### src/hdl/mpq_pkg.sv
`timescale 1ns / 1ps
// ----------------------------------------------------------------------------
// mpq_pkg
// Shared types and constants for the sorted-cell min priority queue.
// ----------------------------------------------------------------------------
package mpq_pkg;

    localparam int CAPACITY = 64;                   // keys held, 2 .. 127
    localparam int KEY_W    = 32;
    localparam int CNT_W    = $clog2(CAPACITY + 1);
    localparam int OCC_W    = 7;                    // occupancy field width

    typedef enum logic [1:0] {
        CMD_INSERT  = 2'd0,
        CMD_PEEK    = 2'd1,
        CMD_EXTRACT = 2'd2
    } t_cmd;

    typedef enum logic [1:0] {
        ST_OK    = 2'd0,
        ST_EMPTY = 2'd1,
        ST_FULL  = 2'd2
    } t_status;

    // broadcast to every cell in the cycle a command is taken
    typedef struct packed {
        logic                    ins;   // sorted insert of key
        logic                    ext;   // shift toward head, drop head
        logic signed [KEY_W-1:0] key;
    } t_cell_ctl;

endpackage

### src/hdl/mpq_cell.sv
`timescale 1ns / 1ps
// ----------------------------------------------------------------------------
// mpq_cell
// One slot of the sorted chain: holds a key, compares it with the broadcast
// key and takes its own, the new or a neighbor's key.
// ----------------------------------------------------------------------------
module mpq_cell (
    input  logic                              i_clk,
    input  mpq_pkg::t_cell_ctl                i_ctl,
    input  logic                              i_occ,        // slot holds a key
    input  logic                              i_left_le,    // left slot stays put
    input  logic signed [mpq_pkg::KEY_W-1:0]  i_left_key,
    input  logic signed [mpq_pkg::KEY_W-1:0]  i_right_key,
    output logic signed [mpq_pkg::KEY_W-1:0]  o_key,
    output logic                              o_le
);

    logic signed [mpq_pkg::KEY_W-1:0] r_key;
    logic signed [mpq_pkg::KEY_W-1:0] n_key;

    // equal keys stay ahead of the new one
    assign o_le  = i_occ && (r_key <= i_ctl.key);
    assign o_key = r_key;

    always_comb begin
        n_key = r_key;
        if (i_ctl.ins) begin
            if (!o_le) begin
                n_key = i_left_le ? i_ctl.key : i_left_key;
            end
        end else if (i_ctl.ext) begin
            n_key = i_right_key;
        end
    end

    always_ff @(posedge i_clk) begin
        r_key <= n_key;
    end

endmodule
### config.mk
export PLATFORM = sky130hd
export DESIGN_NAME = mpq_cell
export DESIGN_NICKNAME = d
export VERILOG_FILES = /design/src/hdl/mpq_pkg.sv /design/src/hdl/mpq_cell.sv
export SDC_FILE = /design/constraint.sdc
export NUM_CORES = 1
export LEC_CHECK = 0
export BUFFER_PORTS_ARGS = -buffer_cell sky130_fd_sc_hd__buf_2
export CAP_MARGIN = 20
export CORE_UTILIZATION = 41
export DETAILED_ROUTE_END_ITERATION = 8
export PLACE_DENSITY = 0.88
export SYNTH_ARGS = -nofsm -noshare
export SYNTH_HDL_FRONTEND = slang
export SYNTH_SLANG_ARGS = --single-unit
### constraint.sdc
create_clock -name i_clk -period 3.7 [get_ports i_clk]
set_clock_uncertainty 0.2 [all_clocks]
set_input_delay 0.37 -clock i_clk [delete_from_list [all_inputs] [get_ports i_clk]]
set_output_delay 0.37 -clock i_clk [all_outputs]
set_load 0.02 [all_outputs]
==> flow_metrics.tcl <==
set metrics [dict create \
    status "complete, no violations" \
    yosysUniqueCellTypes 33 \
    p_leak_nw 1.735 \
    yosysMostFrequentCell "a21oi_1" \
    start_kind "flop" \
    p_per_area_nw_per_um2 324.8 \
    nNetsFinal 520 \
    synth_top_cell_area_share_pct 38.57 \
    arrival_ps 2380 \
    ctsResizeCount 0 \
    rsz0062_at_grt "false" \
    grt_max_degree 41 \
    postSynthCellCount 256 \
    ys_warn_count 0 \
    htree_levels 2 \
    dr_total_vias 2323 \
    hold_ws_ps 205.2 \
    insertion_delay_ps 280 \
    synth_area_leader_cell "edfxtp_1" \
    grt_pass1_wl_microns 9377 \
    gp_congestion 0.7227 \
    die_y_microns 79.95 \
    cts-hold-fix-buffers 0 \
    initial_utilization_pct 42.33 \
    setup_ws_ps 747.4 \
    fmax_ghz 0.3387 \
    worst-path-max-fanout 2 \
    period_share_pct 79.80 \
    end_kind "output pin" \
    synth_commonest_cells "a21oi_1 (43), inv_1 (33), nor2_1 (33)" \
    worstSetupPathType "reg2out" \
    hold_path_class "in2reg" \
    vias_per_cell 5.028 \
    drt_iter0_drc 45 \
    yosys-top-cells-area "edfxtp_1 (39%), ha_1 (16%), mux2i_1 (13%)" \
    gr-total-overflow 0 \
    cts_tree "built" \
    synthFlopType "edfxtp_1" \
    seq_area_frac_synth_pct 38.57 \
    drcViolationCount 0 \
    clock-sinks 32 \
    antenna_found_initial 0 \
    slew_violations 0 \
    grt_pass1_vias 2176 \
    stdcell_count 462 \
    placedCellCount 454 \
    wl_microns 5907 \
    max-slew-margin-rel_pct 37.71 \
    die_area_sq_um 6392 \
    ys_seq_elements 32 \
    wire_per_inst_microns 12.79 \
    async_flop_share_pct 0 \
    cts.path.max_buffers 2 \
    largest_reg_flops 32 \
    setup_tns_ps 0 \
    rows 28 \
    worst_pin_slew_ps 934.3 \
    pre_cts_ws_ps 426.8 \
    die_x_microns 79.95 \
    layout-drive-gt1-share_pct 37.73 \
    fill_cells 542 \
    core-area_sq_um 5886 \
    hold_viol 0 \
    synth_area_sq_um 2491 \
    numCtsBuffers 5 \
    io_buffers 133 \
    synth_edf_count 32 \
    num_io_pins 134 \
    cts_setup_buffers 0 \
    cts.clk_slew.worst_paths_ps 70 \
    peakVddDrop_uv 185.6 \
    synth.avg_cell_area_sq_um 9.731 \
    root_buffer "clkbuf_8" \
    syn_to_final_growth_pct 33.45 \
    setup_viol 0 \
    dpl.hpwl_microns 4786 \
    drt_pre_antenna_iters 5 \
    min_period_ps 2953 \
    grt_usage_pct 19.24 \
    synthesis.nets 389 \
    n_antenna_cell 0 \
    antenna_left 0 \
    critPathRequiredTime_ps 3130 \
    cap_violations 0 \
]
-- cell type report --
class	instances	area [sq um]	area share, %
multi-input combinational	180	1376	41.40
sequential	32	960.9	28.90
timing repair buffer	135	693.2	20.85
inverter	33	123.9	3.726
tap	75	93.84	2.823
clock buffer	5	68.82	2.070
clock inverter	2	7.507	0.2258
-- critical path, cell delays in order (launching register included) --
cell and delay [ps]:
edfxtp_1 390, ha_1 300, a21o_1 180, a2111o_1 400, nor4_1 430, a31o_1 240
buf_2 160
-- routing by layer --
layer  part of all wire (%)  track usage [%]
met2                     51            36.07
met4                    1.0            5.357
met1                     41            21.28
met5                      0                0
met3                    7.0            4.800
-- report_power, final --
part / internal (mW) / total, mW / switching, mW / leakage, nW
Sequential: 0.452 / 0.474 / 0.0217 / 0.316
Clock: 0.124 / 0.246 / 0.122 / 0.0391
Combinational: 0.154 / 0.360 / 0.206 / 1.38
Total: 0.730 / 1.08 / 0.350 / 1.74
-- stage by stage --
step	cell area (sq um)	util, %	total power [mW]
after floorplan	2497	-	0.7007
after global placement	3228	54.85	0.8296
after detailed placement	3228	54.85	0.8412
after CTS	3304	56.14	1.090
after global routing	3324	56.48	1.153
final	3324	56.48	1.080
-- logic make-up (layout without fill, tap and decap cells) --
kind of cell | Yosys count | in the layout | share of synthesized area, %
adders and majority gates | 32 | 32 | 16.07
muxes | 32 | 32 | 12.86
and+or+nand+nor | 57 | 57 | 11.75
AOI/OAI and AO/OA | 59 | 59 | 13.96
buffers and inverters | 44 | 175 | 6.780
DFF | 32 | 32 | 38.57
-- layout by cell type, fill, tap and decap left out, drive strengths merged, types with 2 or more instances in the layout --
| master | n |
|---|---|
| a21o | 5 |
| a21oi | 43 |
| buf | 135 |
| clkbuf | 5 |
| clkinv | 2 |
| edfxtp | 32 |
| ha | 32 |
| inv | 33 |
| mux2i | 32 |
| nand2 | 4 |
| nand3 | 5 |
| nand4 | 6 |
| nor2 | 33 |
| nor4 | 3 |
-- path summary, 6_finish.rpt --
path                                       from   endpoint  slack, ps  depth (start not counted)
worst max-delay path                  o_key[29]       o_le        750                          6
worst min register to register        o_key[31]  o_key[26]        960                          4
worst min-delay path            i_right_key[18]  o_key[18]        210                          3
worst max register to register        o_key[14]  o_key[25]        940                          7
Power figures use the tool's default switching activity.
